**config.mk**
```make
export PLATFORM = sky130hd
export DESIGN_NAME = udp_pseudo_header_checksum_flat
export DESIGN_NICKNAME = d
export VERILOG_FILES = /design/src/rtl/uph_pkg.sv /design/src/rtl/uph_in_if.sv /design/src/rtl/uph_out_if.sv /design/src/rtl/uph_front.sv /design/src/rtl/uph_queue.sv /design/src/rtl/uph_back.sv /design/src/rtl/udp_pseudo_header_checksum.sv /design/src/flat_wrapper.sv
export SDC_FILE = /design/constraint.sdc
export NUM_CORES = 1
export LEC_CHECK = 0
export BUFFER_PORTS_ARGS = -buffer_cell sky130_fd_sc_hd__buf_2
export CAP_MARGIN = 0
export CORE_AREA = 2 2 156 158
export DETAILED_ROUTE_END_ITERATION = 10
export DIE_AREA = 0 0 158 160
export HOLD_SLACK_MARGIN = 0.08
export PLACE_DENSITY = 0.79
export SLEW_MARGIN = 40
export SYNTH_ARGS = -nofsm -noshare
export SYNTH_HDL_FRONTEND = slang
export SYNTH_HIERARCHICAL = 1
export SYNTH_SLANG_ARGS = --single-unit
```
**constraint.sdc**
```tcl
create_clock -name clk -period 8.09 [get_ports clk]
set_input_delay 0.4045 -clock clk [delete_from_list [all_inputs] [get_ports clk]]
set_output_delay 0.4045 -clock clk [all_outputs]
set_load 0.01 [all_outputs]
```
**src/rtl/uph_pkg.sv**
```systemverilog
package uph_pkg;

  localparam int unsigned QueueDepth = 4;

  localparam logic [16:0] PosMax   = 17'h1FFFF;
  localparam logic [16:0] V4Hdr    = 17'd20;
  localparam logic [16:0] V6Hdr    = 17'd40;
  localparam logic [16:0] V4AddrLo = 17'd12;
  localparam logic [16:0] V6AddrLo = 17'd8;
  localparam logic [32:0] ProtoUdp = 33'd17;

  typedef struct packed {
    logic [15:0] word;
    logic        last;
    logic [15:0] udp_length;
  } uph_entry_t;

  function automatic logic [15:0] fold_finish(input logic [32:0] s);
    logic [17:0] f1;
    logic [16:0] f2;
    logic [16:0] f3;
    logic [15:0] c;
    f1 = {2'b00, s[15:0]} + {1'b0, s[32:16]};
    f2 = {1'b0, f1[15:0]} + {15'd0, f1[17:16]};
    f3 = {1'b0, f2[15:0]} + {16'd0, f2[16]};
    c  = ~f3[15:0];
    fold_finish = (c == 16'd0) ? 16'hFFFF : c;
  endfunction

endpackage

```
**src/rtl/uph_in_if.sv**
```systemverilog
interface uph_in_if;
  logic        valid;
  logic        ready;
  logic [7:0]  data_byte;
  logic        is_ipv6;
  logic [15:0] udp_length;
  logic        last;

  modport source (output valid, output data_byte, output is_ipv6, output udp_length,
                  output last, input ready);
  modport sink (input valid, input data_byte, input is_ipv6, input udp_length,
                input last, output ready);
endinterface

```
**src/rtl/uph_out_if.sv**
```systemverilog
interface uph_out_if;
  logic        valid;
  logic        ready;
  logic [15:0] checksum;

  modport source (output valid, output checksum, input ready);
  modport sink (input valid, input checksum, output ready);
endinterface

```
**src/rtl/uph_front.sv**
```systemverilog
module uph_front
  import uph_pkg::*;
(
  input  logic       clk,
  input  logic       rst_n,
  uph_in_if.sink     in_if,
  output logic       push,
  output uph_entry_t push_entry,
  input  logic       queue_full
);

  logic [16:0] pos_r;
  logic [16:0] pos_nxt;
  logic [16:0] hdr;
  logic [16:0] lo;
  logic [16:0] seg_off;
  logic        take;

  assign in_if.ready = !queue_full;
  assign push        = in_if.valid && !queue_full;

  always_comb begin
    hdr     = in_if.is_ipv6 ? V6Hdr : V4Hdr;
    lo      = in_if.is_ipv6 ? V6AddrLo : V4AddrLo;
    seg_off = pos_r - hdr;
    take    = ((pos_r >= lo) && (pos_r < hdr)) ||
              ((pos_r >= hdr) && (seg_off < {1'b0, in_if.udp_length}));
    push_entry.word       = !take ? 16'd0 :
                            (pos_r[0] ? {8'd0, in_if.data_byte} : {in_if.data_byte, 8'd0});
    push_entry.last       = in_if.last;
    push_entry.udp_length = in_if.udp_length;
  end

  always_comb begin
    pos_nxt = pos_r;
    if (push) begin
      if (in_if.last) begin
        pos_nxt = 17'd0;
      end else if (pos_r < PosMax) begin
        pos_nxt = pos_r + 17'd1;
      end
    end
  end

  always_ff @(posedge clk) begin
    if (!rst_n) begin
      pos_r <= 17'd0;
    end else begin
      pos_r <= pos_nxt;
    end
  end

endmodule

```
**src/rtl/uph_queue.sv**
```systemverilog
module uph_queue
  import uph_pkg::*;
#(
  parameter int unsigned DEPTH = QueueDepth
) (
  input  logic       clk,
  input  logic       rst_n,
  input  logic       push,
  input  uph_entry_t push_entry,
  output logic       full,
  input  logic       pop,
  output logic       not_empty,
  output uph_entry_t head
);

  localparam int unsigned PW = (DEPTH > 1) ? $clog2(DEPTH) : 1;
  localparam int unsigned CW = $clog2(DEPTH + 1);

  uph_entry_t          entries_r [DEPTH];
  logic [PW-1:0]       wr_ptr_r;
  logic [PW-1:0]       wr_ptr_nxt;
  logic [PW-1:0]       rd_ptr_r;
  logic [PW-1:0]       rd_ptr_nxt;
  logic [CW-1:0]       count_r;
  logic [CW-1:0]       count_nxt;

  assign full      = (count_r == CW'(DEPTH));
  assign not_empty = (count_r != '0);
  assign head      = entries_r[rd_ptr_r];

  always_comb begin
    wr_ptr_nxt = wr_ptr_r;
    rd_ptr_nxt = rd_ptr_r;
    count_nxt  = count_r;
    if (push) begin
      wr_ptr_nxt = (wr_ptr_r == PW'(DEPTH - 1)) ? '0 : wr_ptr_r + PW'(1);
    end
    if (pop) begin
      rd_ptr_nxt = (rd_ptr_r == PW'(DEPTH - 1)) ? '0 : rd_ptr_r + PW'(1);
    end
    if (push && !pop) begin
      count_nxt = count_r + CW'(1);
    end else if (pop && !push) begin
      count_nxt = count_r - CW'(1);
    end
  end

  always_ff @(posedge clk) begin
    if (push) begin
      entries_r[wr_ptr_r] <= push_entry;
    end
  end

  always_ff @(posedge clk) begin
    if (!rst_n) begin
      wr_ptr_r <= '0;
      rd_ptr_r <= '0;
      count_r  <= '0;
    end else begin
      wr_ptr_r <= wr_ptr_nxt;
      rd_ptr_r <= rd_ptr_nxt;
      count_r  <= count_nxt;
    end
  end

endmodule

```
**src/rtl/uph_back.sv**
```systemverilog
module uph_back
  import uph_pkg::*;
(
  input  logic       clk,
  input  logic       rst_n,
  input  logic       not_empty,
  input  uph_entry_t head,
  output logic       pop,
  uph_out_if.source  out_if
);

  logic [31:0] acc_r;
  logic [31:0] acc_nxt;
  logic [31:0] acc_add;
  logic [32:0] sum_r;
  logic [32:0] sum_nxt;
  logic        sum_valid_r;
  logic        sum_valid_nxt;
  logic        out_valid_r;
  logic        out_valid_nxt;
  logic [15:0] checksum_r;
  logic [15:0] checksum_nxt;
  logic        out_advance;

  assign out_advance     = !out_valid_r || out_if.ready;
  assign pop             = not_empty && (!head.last || !sum_valid_r || out_advance);
  assign acc_add         = acc_r + {16'd0, head.word};
  assign out_if.valid    = out_valid_r;
  assign out_if.checksum = checksum_r;

  always_comb begin
    acc_nxt       = acc_r;
    sum_nxt       = sum_r;
    sum_valid_nxt = sum_valid_r;
    out_valid_nxt = out_valid_r;
    checksum_nxt  = checksum_r;
    if (out_advance) begin
      out_valid_nxt = sum_valid_r;
      checksum_nxt  = fold_finish(sum_r);
      sum_valid_nxt = 1'b0;
    end
    if (pop) begin
      if (head.last) begin
        acc_nxt       = 32'd0;
        sum_nxt       = {1'b0, acc_add} + {17'd0, head.udp_length} + ProtoUdp;
        sum_valid_nxt = 1'b1;
      end else begin
        acc_nxt = acc_add;
      end
    end
  end

  always_ff @(posedge clk) begin
    sum_r      <= sum_nxt;
    checksum_r <= checksum_nxt;
  end

  always_ff @(posedge clk) begin
    if (!rst_n) begin
      acc_r       <= 32'd0;
      sum_valid_r <= 1'b0;
      out_valid_r <= 1'b0;
    end else begin
      acc_r       <= acc_nxt;
      sum_valid_r <= sum_valid_nxt;
      out_valid_r <= out_valid_nxt;
    end
  end

endmodule

```
**src/rtl/udp_pseudo_header_checksum.sv**
```systemverilog
// UDP checksum engine over an IPv4 or IPv6 pseudo-header, fed one packet byte per item
// starting at the IP header. A byte is accepted every cycle while the internal queue has
// room; the only per-byte work is one 32-bit add into the running sum in the back end.
// The last byte of a packet is first written into the queue. When it is popped, the sum
// is closed with the length and protocol terms into a sum register, and the carries are
// then folded and the result complemented into the output register, which waits while
// the output is stalled. A result of zero is sent as 0xFFFF. Bytes past the UDP length
// and header bytes outside the address fields are ignored, and a packet cut short counts
// its missing bytes as zero.
module udp_pseudo_header_checksum
  import uph_pkg::*;
#(
  parameter int unsigned QUEUE_DEPTH = QueueDepth
) (
  input  logic      clk,
  input  logic      rst_n,
  uph_in_if.sink    in_if,
  uph_out_if.source out_if
);

  logic       push;
  uph_entry_t push_entry;
  logic       queue_full;
  logic       pop;
  logic       not_empty;
  uph_entry_t head;

  uph_front u_front (
    .clk        (clk),
    .rst_n      (rst_n),
    .in_if      (in_if),
    .push       (push),
    .push_entry (push_entry),
    .queue_full (queue_full)
  );

  uph_queue #(
    .DEPTH (QUEUE_DEPTH)
  ) u_queue (
    .clk        (clk),
    .rst_n      (rst_n),
    .push       (push),
    .push_entry (push_entry),
    .full       (queue_full),
    .pop        (pop),
    .not_empty  (not_empty),
    .head       (head)
  );

  uph_back u_back (
    .clk       (clk),
    .rst_n     (rst_n),
    .not_empty (not_empty),
    .head      (head),
    .pop       (pop),
    .out_if    (out_if)
  );

endmodule

```
**src/flat_wrapper.sv**
```systemverilog
// flat-port wrapper written by rule: the top's interface ports become plain ports
module udp_pseudo_header_checksum_flat import uph_pkg::*;
#(
  parameter int unsigned QUEUE_DEPTH = QueueDepth
)
  (clk, rst_n, in_if_valid, in_if_data_byte, in_if_is_ipv6, in_if_udp_length, in_if_last, in_if_ready, out_if_valid, out_if_checksum, out_if_ready);
  uph_in_if in_if_i ();
  uph_out_if out_if_i ();
  input  logic clk;
  input  logic rst_n;
  input wire logic [$bits(in_if_i.valid)-1:0] in_if_valid;
  input wire logic [$bits(in_if_i.data_byte)-1:0] in_if_data_byte;
  input wire logic [$bits(in_if_i.is_ipv6)-1:0] in_if_is_ipv6;
  input wire logic [$bits(in_if_i.udp_length)-1:0] in_if_udp_length;
  input wire logic [$bits(in_if_i.last)-1:0] in_if_last;
  output wire logic [$bits(in_if_i.ready)-1:0] in_if_ready;
  output wire logic [$bits(out_if_i.valid)-1:0] out_if_valid;
  output wire logic [$bits(out_if_i.checksum)-1:0] out_if_checksum;
  input wire logic [$bits(out_if_i.ready)-1:0] out_if_ready;
  assign in_if_i.valid = in_if_valid;
  assign in_if_i.data_byte = in_if_data_byte;
  assign in_if_i.is_ipv6 = in_if_is_ipv6;
  assign in_if_i.udp_length = in_if_udp_length;
  assign in_if_i.last = in_if_last;
  assign in_if_ready = in_if_i.ready;
  assign out_if_valid = out_if_i.valid;
  assign out_if_checksum = out_if_i.checksum;
  assign out_if_i.ready = out_if_ready;
  udp_pseudo_header_checksum #(.QUEUE_DEPTH(QUEUE_DEPTH)) u_core (.clk(clk), .rst_n(rst_n), .in_if(in_if_i), .out_if(out_if_i));
endmodule
```
==> out/metrics.cfg <==
[clocking]
clk_pin_slew_worst_paths_ps = 60
cts_tree = yes
clock_latency_ps = 540
ctsRootBufferMaster = clkbuf_16
cts-resized-gates = 0
post_cts_buffers = 0
clock_path_buffers = 3
cts_buffers = 25
cts_sinks = 241
postCtsHoldBufs = 0
ctsHtreeMaxLevel = 1

[global_route]
grt_overflow = 0
grt_util_met3_pct = 3.72
grtUsageMet1_pct = 32.3
busiest_layer = met2
grtUsageMet2_pct = 43.1
antenna_found_initial = 0
grt_pass1_wl_mm = 50.2
grt_max_degree = 52
grt_pass1_vias = 9897
grt.total_usage_pct = 24.9

[setup_path]
r2r_setup_slack_ps = 1340
arrival_ps = 7020
cp.required_ps = 8360
slowest_delay_ps = 650
crit_chain = buf_4 -> mux4_2 -> ha_1 -> o21ai_0 -> inv_1 -> a2111o_1 -> and2_1 -> a21o_1 -> a21oi_1 -> xnor2_1 -> ha_1 -> ha_1 -> nand4_1 -> or4_1 -> a31oi_1 -> o21bai_1 -> a211o_1 -> nor4_1 -> nand3b_1 -> xnor2_1
path_common_cell = ha_1
start_kind = flop
crit_slowest_cell = dfxtp_2
critPathKind = reg -> reg
crit_fanout = 20
cp-end-kind = flop

[logic_synthesis]
synth_area_per_cell_sq_um = 11.3
synthArstFlopShare_pct = 0
syn_nets = 1412
syn_inst = 1281
yosysSeqAreaShare_pct = 45.8
synthesis.area_sq_um = 14500
synth_edf_count = 181
ys_types = 102
synth_warnings = 6
ys.flop_type = edfxtp_1
yosys_register_bits = 241

[floorplanning]
core_area_sq_um = 23800
die_y_um = 160
ios = 48
placementRows = 57
initial_core_util_pct = 60.8
die_w_um = 158
die_area_sq_um = 25300

[run]
drv_cap = 0

[sta]
tns_ps = 0
relSlewSlack_pct = 47.4
finalSetupViolCount = 0
min_period_over_period_pct = 83.5
timing.fmax_mhz = 148
skew_ps = 20.5
tightest_slew_ps = 779
grt_setup_unrepaired = false
final_max_slew_viol_count = 0
hold_violations = 0
post-route-min-period_ps = 6750

[route]
route.detailed.wl_per_inst_um = 19.0
drt-pass1-iter-count = 7
vias = 10100
drtAntennaViolNets = 0
drcViolationCount = 0
drt_iter0_drc = 659
routed_wl_mm = 31.1
via_per_inst = 6.13

[hold_path]
min_path_type = in -> reg

[layout]
diodes = 0
fin_nets = 1430
drive_gt1_share_pct = 13.0
layout_commonest_cell = edfxtp_1
final_cell_mix = edfxtp_1 (181), ha_1 (95), nor2_1 (72)
area_growth_pct = 8.12

[status]
outcome = complete, no violations

[placement]
dp_hpwl_mm = 22.5
numPortBuffers = 47
place_congestion = 0.927

==> flip-flops by register name, summed over array words and instances, names as in the netlist, 2 cells and up, named ones only <==
signal,flops
u_core/u_front/pos_r,17
u_core/u_back/sum_r,33
u_core/u_back/acc_r,32
u_core/u_queue/wr_ptr_r,2
u_core/u_back/out_if.checksum,16
u_core/u_queue/entries_r,132
u_core/u_queue/rd_ptr_r,2
u_core/u_queue/count_r,3
==> per-layer routing <==
layer  vias up  part of all wire (%)  routed length, um
met3        57                   5.0               1560
met1      4910                    42              13000
met4         0                   3.1                952
met5         -                     0                  0
li1       4846                     -                  -
met2       258                    50              15700
==> final cells by class <==
| type | instances | area, sq um |
|---|---|---|
| clock inverters | 15 | 213 |
| fillers | 1810 | 8150 |
| repair buffers | 55 | 298 |
| multi-input cells | 905 | 7200 |
| flip-flops and latches | 241 | 6640 |
| well taps | 324 | 405 |
| clock buffers | 31 | 648 |
| inverters | 71 | 267 |
==> worst max-delay path, delay by kind of cell, from the launching register on <==
family | cells | cell delay, ps
AO/OA/AOI/OAI | 7 | 1710
AND/OR/NAND/NOR | 5 | 1710
adder cells (fa/ha/maj) | 3 | 990
flip-flops | 1 | 650
buffers and inverters | 2 | 550
multiplexers | 1 | 550
XOR/XNOR | 2 | 320
==> cells in the mapped netlist (all sizes together) (8+ instances only) <==
cell type | count | area (sq um)
nor2 | 74 | 278
nand4 | 17 | 106
o21bai | 10 | 75.1
a31oi | 8 | 56.3
o21a | 13 | 97.6
nand3 | 54 | 270
nand2 | 65 | 244
inv | 70 | 263
edfxtp | 181 | 5440
a21oi | 58 | 294
mux4 | 33 | 754
nor3 | 24 | 141
xnor2 | 62 | 543
a21o | 22 | 165
o41ai | 15 | 191
nand2b | 12 | 75.1
o21ai | 51 | 263
o211ai | 9 | 86.3
xor2 | 36 | 315
nor2b | 38 | 238
nand3b | 9 | 67.6
a21boi | 9 | 67.6
nor4 | 14 | 103
and2 | 22 | 138
and3 | 20 | 126
dfxtp | 60 | 1200
a22oi | 15 | 113
buf | 38 | 315
a211oi | 8 | 60.1
clkbuf | 26 | 103
ha | 95 | 1190
or3 | 17 | 111
==> final timing paths <==
kind / start / to / depth (start not counted)
setup / recovery: flop / u_core/u_back/sum_r[30] / 20
hold / removal: in_if_udp_length[7] / u_core/u_queue/entries_r[0][7] / 1
setup reg to reg: flop / u_core/u_back/sum_r[30] / 20
hold reg to reg: u_core/u_back/acc_r[2] / u_core/u_back/acc_r[2] / 2
==> metrics by stage <==
stage	worst slack [ps]	hold slack [ps]	instance area [sq um]	instances	util, %
after floorplan	2170	445	14500	1281	-
after global placement	1470	463	14800	1596	62.0
after detailed placement	1390	469	14800	1596	62.1
after CTS	1340	95.5	15700	1642	65.7
after global routing	793	97.9	15700	1642	65.8
final	1340	115	15700	1642	65.8
==> kinds of logic after synthesis <==
kind of cell / count (synthesis) / share of synthesized area [%]
buffers and inverters: 135 / 4.72
AOI/OAI and AO/OA: 270 / 13.9
muxes: 38 / 5.55
and+or+nand+nor: 396 / 14.9
adders and majority gates: 102 / 9.10
DFF: 241 / 45.8
xor gates and xnor gates: 99 / 6.08
Power is not shown: default switching activity piles up to over one toggle a cycle in this logic, so the estimate is an artifact.
